==> config.mk <==
export PLATFORM = sky130hd
export DESIGN_NAME = byte_diff_run_classifier
export DESIGN_NICKNAME = d
export VERILOG_FILES = /design/src/rtl/bdrc_pkg.sv /design/src/rtl/bdrc_front.sv /design/src/rtl/bdrc_queue.sv /design/src/rtl/bdrc_back.sv /design/src/rtl/byte_diff_run_classifier.sv
export SDC_FILE = /design/constraint.sdc
export NUM_CORES = 1
export LEC_CHECK = 0
export BUFFER_PORTS_ARGS = -buffer_cell sky130_fd_sc_hd__buf_2
export CAP_MARGIN = 30
export CELL_PAD_IN_SITES_DETAIL_PLACEMENT = 1
export CELL_PAD_IN_SITES_GLOBAL_PLACEMENT = 1
export CORE_MARGIN = 2
export CORE_UTILIZATION = 27
export DETAILED_ROUTE_END_ITERATION = 6
export PLACE_DENSITY_LB_ADDON = 0.1
export SETUP_SLACK_MARGIN = 0.3
export SKIP_LAST_GASP = 1
export SLEW_MARGIN = 20
export SYNTH_ARGS = -nofsm -noshare
export SYNTH_HDL_FRONTEND = slang
export SYNTH_SLANG_ARGS = --single-unit
==> constraint.sdc <==
create_clock -name clk_i -period 22.9 [get_ports clk_i]
set_input_delay 4.58 -clock clk_i [delete_from_list [all_inputs] [get_ports clk_i]]
set_output_delay 4.58 -clock clk_i [all_outputs]
set_load 0.05 [all_outputs]
==> src/rtl/bdrc_pkg.sv <==
package bdrc_pkg;

  // Reset value of the min_match register
  localparam logic [15:0] MIN_MATCH_RESET = 16'd20;

  // Record queue between classifier and output stage
  localparam int QDEPTH = 4;
  localparam int QAW    = 2;

  // Input operation codes
  typedef enum logic [1:0] {
    OP_PAIR = 2'd0,
    OP_DEL  = 2'd1,
    OP_INS  = 2'd2,
    OP_NONE = 2'd3
  } op_e;

  // Classifier phase
  typedef enum logic [1:0] {
    PH_SUB = 2'd0,
    PH_MAT = 2'd1,
    PH_DEL = 2'd2,
    PH_INS = 2'd3
  } phase_e;

  // Run kinds as reported
  typedef enum logic [1:0] {
    KIND_MAT = 2'd0,
    KIND_SUB = 2'd1,
    KIND_DEL = 2'd2,
    KIND_INS = 2'd3
  } kind_e;

  // One run record
  typedef struct packed {
    kind_e       kind;
    logic [31:0] len;
    logic        last;
  } rec_t;

  // Records produced by one request, in order (rec0 first)
  typedef struct packed {
    logic [1:0] cnt;
    rec_t       rec0;
    rec_t       rec1;
  } push_t;

  // Record kind for the run open in a given phase
  function automatic kind_e phase_kind(phase_e ph);
    kind_e k;
    unique case (ph)
      PH_SUB:  k = KIND_SUB;
      PH_MAT:  k = KIND_MAT;
      PH_DEL:  k = KIND_DEL;
      PH_INS:  k = KIND_INS;
      default: k = KIND_SUB;
    endcase
    return k;
  endfunction

endpackage

==> src/rtl/bdrc_front.sv <==
module bdrc_front #(
  parameter int LENGTH_BITS = 32
) (
  input  logic           clk_i,
  input  logic           rst_ni,
  input  logic           in_valid_i,
  output logic           in_ready_o,
  input  logic [1:0]     op_i,
  input  logic [7:0]     byte_a_i,
  input  logic [7:0]     byte_b_i,
  input  logic           final_i,
  input  logic           cfg_valid_i,
  input  logic [15:0]    cfg_data_i,
  input  logic           room_i,
  output bdrc_pkg::push_t push_o
);
  import bdrc_pkg::*;

  localparam int SW  = (LENGTH_BITS > 17) ? LENGTH_BITS : 17;
  localparam int LBX = (LENGTH_BITS > 32) ? LENGTH_BITS : 32;
  localparam logic [SW:0] LenMaxW =
    {{(SW + 1 - LENGTH_BITS){1'b0}}, {LENGTH_BITS{1'b1}}};

  function automatic logic [LENGTH_BITS-1:0] sat_add(logic [LENGTH_BITS-1:0] a,
                                                     logic [16:0] b);
    logic [SW:0] bw;
    logic [SW:0] sum;
    bw = (SW + 1)'(b);
    if (bw > LenMaxW) bw = LenMaxW;
    sum = (SW + 1)'(a) + bw;
    if (sum > LenMaxW) sum = LenMaxW;
    return sum[LENGTH_BITS-1:0];
  endfunction

  function automatic logic [31:0] to_len(logic [LENGTH_BITS-1:0] x);
    logic [LBX-1:0] w;
    w = LBX'(x);
    return w[31:0];
  endfunction

  logic [15:0]            min_match_q;
  phase_e                 phase_q, phase_d;
  logic [LENGTH_BITS-1:0] cnt_q, cnt_d;
  logic [15:0]            mss_q, mss_d;

  logic                   accept;
  logic [15:0]            mm;
  logic [16:0]            mss_inc;
  phase_e                 ph1;
  logic [LENGTH_BITS-1:0] cnt1;
  logic [15:0]            mss1;
  logic                   e0, e1;
  rec_t                   r0, r1;
  logic [LENGTH_BITS-1:0] close0_len, close1_len;

  assign in_ready_o = room_i;
  assign accept     = in_valid_i & room_i;
  assign mm         = (min_match_q == 16'd0) ? 16'd1 : min_match_q;
  assign mss_inc    = {1'b0, mss_q} + 17'd1;

  // Length of the open run if it were closed now, before and after the step
  assign close0_len = (phase_q == PH_SUB) ? sat_add(cnt_q, {1'b0, mss_q}) : cnt_q;
  assign close1_len = (ph1 == PH_SUB) ? sat_add(cnt1, {1'b0, mss1}) : cnt1;

  // Apply the item to the run state
  always_comb begin
    ph1  = phase_q;
    cnt1 = cnt_q;
    mss1 = mss_q;
    e0   = 1'b0;
    r0   = '{kind: phase_kind(phase_q), len: to_len(close0_len), last: 1'b0};
    unique case (op_e'(op_i))
      OP_PAIR: begin
        if (phase_q == PH_SUB) begin
          if (byte_a_i != byte_b_i) begin
            cnt1 = sat_add(cnt_q, mss_inc);
            mss1 = 16'd0;
          end else if (mss_inc >= {1'b0, mm}) begin
            e0   = (cnt_q != '0);
            r0   = '{kind: KIND_SUB, len: to_len(cnt_q), last: 1'b0};
            ph1  = PH_MAT;
            cnt1 = sat_add('0, mss_inc);
            mss1 = 16'd0;
          end else begin
            mss1 = mss_inc[15:0];
          end
        end else if (phase_q == PH_MAT) begin
          if (byte_a_i == byte_b_i) begin
            cnt1 = sat_add(cnt_q, 17'd1);
          end else begin
            e0   = 1'b1;
            r0   = '{kind: KIND_MAT, len: to_len(cnt_q), last: 1'b0};
            ph1  = PH_SUB;
            cnt1 = LENGTH_BITS'(1);
            mss1 = 16'd0;
          end
        end
      end
      OP_DEL, OP_INS: begin
        if (phase_q == ((op_e'(op_i) == OP_DEL) ? PH_DEL : PH_INS)) begin
          cnt1 = sat_add(cnt_q, 17'd1);
        end else begin
          e0   = (close0_len != '0);
          ph1  = (op_e'(op_i) == OP_DEL) ? PH_DEL : PH_INS;
          cnt1 = LENGTH_BITS'(1);
          mss1 = 16'd0;
        end
      end
      OP_NONE: ;
      default: ;
    endcase
  end

  // Close out the comparison on the final item
  always_comb begin
    e1 = final_i & (close1_len != '0);
    r1 = '{kind: phase_kind(ph1), len: to_len(close1_len), last: 1'b1};
    phase_d = ph1;
    cnt_d   = cnt1;
    mss_d   = mss1;
    if (final_i) begin
      phase_d = PH_SUB;
      cnt_d   = '0;
      mss_d   = 16'd0;
    end
  end

  // Pack records for the queue in report order
  always_comb begin
    push_o.cnt  = 2'd0;
    push_o.rec0 = r0;
    push_o.rec1 = r1;
    if (accept) begin
      push_o.cnt = {1'b0, e0} + {1'b0, e1};
      if (!e0) push_o.rec0 = r1;
      else if (final_i && !e1) push_o.rec0.last = 1'b1;
    end
  end

  // Hold state and configuration
  always_ff @(posedge clk_i or negedge rst_ni) begin
    if (!rst_ni) begin
      min_match_q <= MIN_MATCH_RESET;
      phase_q     <= PH_SUB;
      cnt_q       <= '0;
      mss_q       <= 16'd0;
    end else begin
      if (cfg_valid_i) min_match_q <= cfg_data_i;
      if (accept) begin
        phase_q <= phase_d;
        cnt_q   <= cnt_d;
        mss_q   <= mss_d;
      end
    end
  end

endmodule

==> src/rtl/bdrc_queue.sv <==
module bdrc_queue (
  input  logic            clk_i,
  input  logic            rst_ni,
  input  bdrc_pkg::push_t push_i,
  output logic            room_o,
  output logic            valid_o,
  output bdrc_pkg::rec_t  rec_o,
  input  logic            pop_i
);
  import bdrc_pkg::*;

  rec_t           mem_q [QDEPTH];
  logic [QAW-1:0] wr_q, wr_d, rd_q, rd_d;
  logic [QAW:0]   cnt_q, cnt_d;
  logic           pop;

  // Leave room for the two records one request can make
  assign room_o  = (cnt_q <= (QAW + 1)'(QDEPTH - 2));
  assign valid_o = (cnt_q != '0);
  assign rec_o   = mem_q[rd_q];
  assign pop     = pop_i & valid_o;

  always_comb begin
    wr_d  = wr_q + QAW'(push_i.cnt);
    rd_d  = rd_q + QAW'(pop);
    cnt_d = cnt_q + (QAW + 1)'(push_i.cnt) - (QAW + 1)'(pop);
  end

  // Advance pointers
  always_ff @(posedge clk_i or negedge rst_ni) begin
    if (!rst_ni) begin
      wr_q  <= '0;
      rd_q  <= '0;
      cnt_q <= '0;
    end else begin
      wr_q  <= wr_d;
      rd_q  <= rd_d;
      cnt_q <= cnt_d;
    end
  end

  // Store records
  always_ff @(posedge clk_i) begin
    if (push_i.cnt != 2'd0) mem_q[wr_q] <= push_i.rec0;
    if (push_i.cnt == 2'd2) mem_q[wr_q + QAW'(1)] <= push_i.rec1;
  end

endmodule

==> src/rtl/bdrc_back.sv <==
module bdrc_back (
  input  logic           clk_i,
  input  logic           rst_ni,
  input  logic           valid_i,
  input  bdrc_pkg::rec_t rec_i,
  output logic           pop_o,
  output logic           valid_o,
  output bdrc_pkg::rec_t rec_o,
  input  logic           ready_i
);
  import bdrc_pkg::*;

  logic valid_q;
  rec_t rec_q;

  assign pop_o   = valid_i & (~valid_q | ready_i);
  assign valid_o = valid_q;
  assign rec_o   = rec_q;

  // Refill the output register when it empties or is taken
  always_ff @(posedge clk_i or negedge rst_ni) begin
    if (!rst_ni) begin
      valid_q <= 1'b0;
    end else if (!valid_q || ready_i) begin
      valid_q <= valid_i;
    end
  end

  always_ff @(posedge clk_i) begin
    if (pop_o) rec_q <= rec_i;
  end

endmodule

==> src/rtl/byte_diff_run_classifier.sv <==
// Byte stream compare, reported as runs of match / substitution / deletion / insertion.
// Input stream: one request per byte position. tuser is the op (pair, first-only,
// second-only), tdata carries both bytes, tlast marks the last request of a comparison.
// Output stream: one run record per beat, tdata is the run length (saturating),
// tuser the run kind, tlast set on the final record of a comparison.
// cfg channel writes min_match; always ready, write only while idle.
// Throughput: one request per cycle while the queue has room. A request makes zero, one or two
// records; the output side moves one record per cycle while the sink is ready, so sustained
// rate follows record count. A record passes through the queue write, then the output
// register, before it appears on the output.
// A four-entry record queue sits between classifier and output register; input
// ready drops while fewer than two queue slots are free, so an output stall
// backs up into the input without losing records.
// Reset clears run state, empties the queue and sets min_match to 20.
module byte_diff_run_classifier #(
  parameter int LENGTH_BITS = 32
) (
  input  logic        clk_i,
  input  logic        rst_ni,
  input  logic        s_axis_tvalid,
  output logic        s_axis_tready,
  input  logic [15:0] s_axis_tdata,   // byte_a [7:0], byte_b [15:8]
  input  logic [1:0]  s_axis_tuser,   // op [1:0]
  input  logic        s_axis_tlast,
  output logic        m_axis_tvalid,
  input  logic        m_axis_tready,
  output logic [31:0] m_axis_tdata,   // run_length [31:0]
  output logic [1:0]  m_axis_tuser,   // run_kind [1:0]
  output logic        m_axis_tlast,
  input  logic        cfg_valid_i,
  output logic        cfg_ready_o,
  input  logic [15:0] cfg_data_i
);
  import bdrc_pkg::*;

  push_t push;
  logic  room;
  logic  q_valid;
  rec_t  q_rec;
  logic  pop;
  rec_t  out_rec;

  assign cfg_ready_o = 1'b1;

  bdrc_front #(
    .LENGTH_BITS(LENGTH_BITS)
  ) u_front (
    .clk_i      (clk_i),
    .rst_ni     (rst_ni),
    .in_valid_i (s_axis_tvalid),
    .in_ready_o (s_axis_tready),
    .op_i       (s_axis_tuser),
    .byte_a_i   (s_axis_tdata[7:0]),
    .byte_b_i   (s_axis_tdata[15:8]),
    .final_i    (s_axis_tlast),
    .cfg_valid_i(cfg_valid_i),
    .cfg_data_i (cfg_data_i),
    .room_i     (room),
    .push_o     (push)
  );

  bdrc_queue u_queue (
    .clk_i  (clk_i),
    .rst_ni (rst_ni),
    .push_i (push),
    .room_o (room),
    .valid_o(q_valid),
    .rec_o  (q_rec),
    .pop_i  (pop)
  );

  bdrc_back u_back (
    .clk_i  (clk_i),
    .rst_ni (rst_ni),
    .valid_i(q_valid),
    .rec_i  (q_rec),
    .pop_o  (pop),
    .valid_o(m_axis_tvalid),
    .rec_o  (out_rec),
    .ready_i(m_axis_tready)
  );

  assign m_axis_tdata = out_rec.len;
  assign m_axis_tuser = out_rec.kind;
  assign m_axis_tlast = out_rec.last;

endmodule

==> results_dict.tcl <==
set metrics [dict create \
    coreArea_um2 75700 \
    dp.cells 3268 \
    yosysMostFrequentCell "nand2_1" \
    yosysSeqAreaShare 0.3434 \
    clkSinkCount 249 \
    worst_clock_skew_ns 0.01579 \
    post_cts_buffers 0 \
    synth_ff_type "edfxtp_1" \
    status "finished, final reports clean" \
    fin_hold_ws_ns 0.5173 \
    cts-hold-fix-buffers 0 \
    drt-total-wl_um 106900 \
    crit_fanout 31 \
    via_per_inst 6.157 \
    finalCritPeriodShare 0.6042 \
    root_buffer "clkbuf_16" \
    final_area_um2 23240 \
    crit_top_cell "nand2_1" \
    synthArstFlopShare 0.2972 \
    finalPower_mw 2.204 \
    grt-ovfl-total 0 \
    ir_drop_mv 0.05112 \
    wl_per_cell_um 32.12 \
    drive_above_1_share 0.1533 \
    relSlewSlack 0.2745 \
    p_leak_nw 8.383 \
    hp-class "reg2reg" \
    setup_viol 0 \
    fin_setup_tns_ns 0 \
    clock_path_buffers 3 \
    gr-usage-all-layers 0.2665 \
    die_height_um 280.1 \
    syn_avg_cell_area_um2 8.955 \
    cts_made_buffers 31 \
    grt_pass1_vias 20946 \
    cts_tree "yes" \
    cp-start-kind "input port" \
    area_delta_synth_final_pct 12.86 \
    worst_ep_required_time_ns 23.36 \
    fin_util 0.3070 \
    io_buffers 76 \
    post_synth_num_cell_types 116 \
    crit_family "simple AND/OR/NAND/NOR gates" \
    period_minus_slack_ns 13.84 \
    finalNetCount 2459 \
    worstSetupPathType "in2reg" \
    slew_viol_final 0 \
    dieArea_um2 78480 \
    fin_cells 3327 \
    cap_violations 0 \
    drc 0 \
    synthTopCellsByArea "edfxtp_1, dfrtp_1, ha_1, o22ai_1, mux4_2" \
    crit_path_end_kind "register" \
    worst_pin_slew_ns 1.079 \
    insertion_delay_ns 0.58 \
    grt_pass1_wl_um 153400 \
    ys_ff_latch 249 \
    p_per_area_nw_per_um2 94.84 \
    drt_pass1_iterations 5 \
    antenna_left 0 \
    dp_hpwl_um 81810 \
    netlist_top_cells_count "nand2_1, edfxtp_1, o22ai_1, o21ai_0, nor2_1" \
    synthCells 2299 \
    synth_enable_flop_cells 171 \
    place_ws_ns 8.565 \
    path_buf_inv 4 \
    cp_slowest_cell "a21oi_1" \
    syn_area_um2 20590 \
    diodes 0 \
    io_pins 78 \
    grt_setup_unrepaired "false" \
    htreeDepth 1 \
    final-hold-violation-count 0 \
    placed_cell_area_um2 22200 \
    dr_total_vias 20486 \
    syn_nets 2431 \
    setup_ws_ns 9.063 \
    die_w_um 280.1 \
    arrival_ns 14.30 \
    fp-row-count 101 \
    fmax_mhz 72.27 \
    cts.reportedPaths.clkPinSlew_ns 0.06 \
    post_cts_resized 0 \
    drtIter0Drc 1925 \
    slowest_delay_ns 0.66 \
    synth_top_cell_area_share 0.2494 \
    grt_max_degree 64 \
    antenna_found_initial 0 \
    gp_congestion 0.9660 \
    initial_core_util 0.2720 \
    yosysWarnings 0 \
    synth_top_area_cell "edfxtp_1" \
]
## registers in the layout, indices dropped and copies added (netlist names)
signal and count:
u_queue.mem_q 140, u_back.rec_o 35, u_front.cnt_q 32, u_front.min_match_q 16, u_front.mss_q 16, u_queue.cnt_q 3, u_front.phase_q 2, u_queue.rd_q 2
u_queue.wr_q 2, u_back.valid_o 1
## layout by cell type (no fill, tap or decap), drive strengths merged, types with 23 or more instances in the layout
cell type / count
a211oi: 23
a21o: 29
a21oi: 145
a22o: 39
a31oi: 31
buf: 154
clkbuf: 41
dfrtp: 72
edfxtp: 171
ha: 88
inv: 78
mux2: 30
mux4: 35
nand2: 198
nand3: 70
nand4: 68
nor2: 151
nor3: 64
nor4: 37
o211ai: 31
o21ai: 164
o22ai: 166
or2: 25
xnor2: 58
xor2: 26
## cells by family (layout without fill, tap and decap cells)
kind of cell,count (synthesis),count (layout),synth area share
AOI/OAI and AO/OA,817,817,0.2670
xor gates and xnor gates,84,84,0.03573
adders and majority gates,92,92,0.05737
buffers and inverters,241,291,0.04783
DFF,249,249,0.3434
muxes,81,81,0.06247
other,1,1,0.0001821
and+or+nand+nor,734,734,0.1860
## area by class of cell
type,instances,area (µm²)
fill,8690,52460
timing repair buffer,154,1054
sequential,249,7071
tap,978,1224
inverter,82,307.8
multi-input combinational,1809,12620
clock inverter,14,123.9
clock buffer,41,833.3
## worst reg2reg max path, delay by kind of cell, from the launching register on
family          cells  cell delay, ns
simple gates       17            5.74
fa+ha+maj           4            1.35
compound gates     15            3.82
xor+xnor            1            0.75
buf+inv             2            0.46
flops               1            0.61
## final timing paths
| kind | from | cells past startpoint | end | slack, ns |
|---|---|---|---|---|
| max reg2reg | u_front.mss_q[0] | 39 | u_queue.mem_q[3][0] | 10.08 |
| min | u_front.min_match_q[0] | 1 | u_front.min_match_q[0] | 0.52 |
| max in group asynchronous | rst_ni | 3 | u_front.cnt_q[24] | 18.02 |
| min in group asynchronous | rst_ni | 1 | u_front.cnt_q[9] | 3.86 |
| min reg2reg | u_front.min_match_q[0] | 1 | u_front.min_match_q[0] | 0.52 |
| max | s_axis_tdata[10] | 35 | u_queue.mem_q[3][0] | 9.06 |
## routing by layer
metal | routed length [µm] | vias up | GRT usage
li1 | - | 9008 | -
met1 | 46780 | 10588 | 0.3580
met2 | 50860 | 758 | 0.4527
met3 | 5886 | 132 | 0.02523
met4 | 3352 | 0 | 0.07871
met5 | 0 | - | 0
## report_power, final
group | switching, mW | internal [mW] | leakage (nW) | total [mW]
clock network | 0.207 | 0.276 | 0.468 | 0.483
registers | 0.0508 | 0.582 | 2.60 | 0.633
logic | 0.777 | 0.311 | 5.31 | 1.09
total | 1.03 | 1.17 | 8.38 | 2.20
Power figures use the tool's default switching activity.
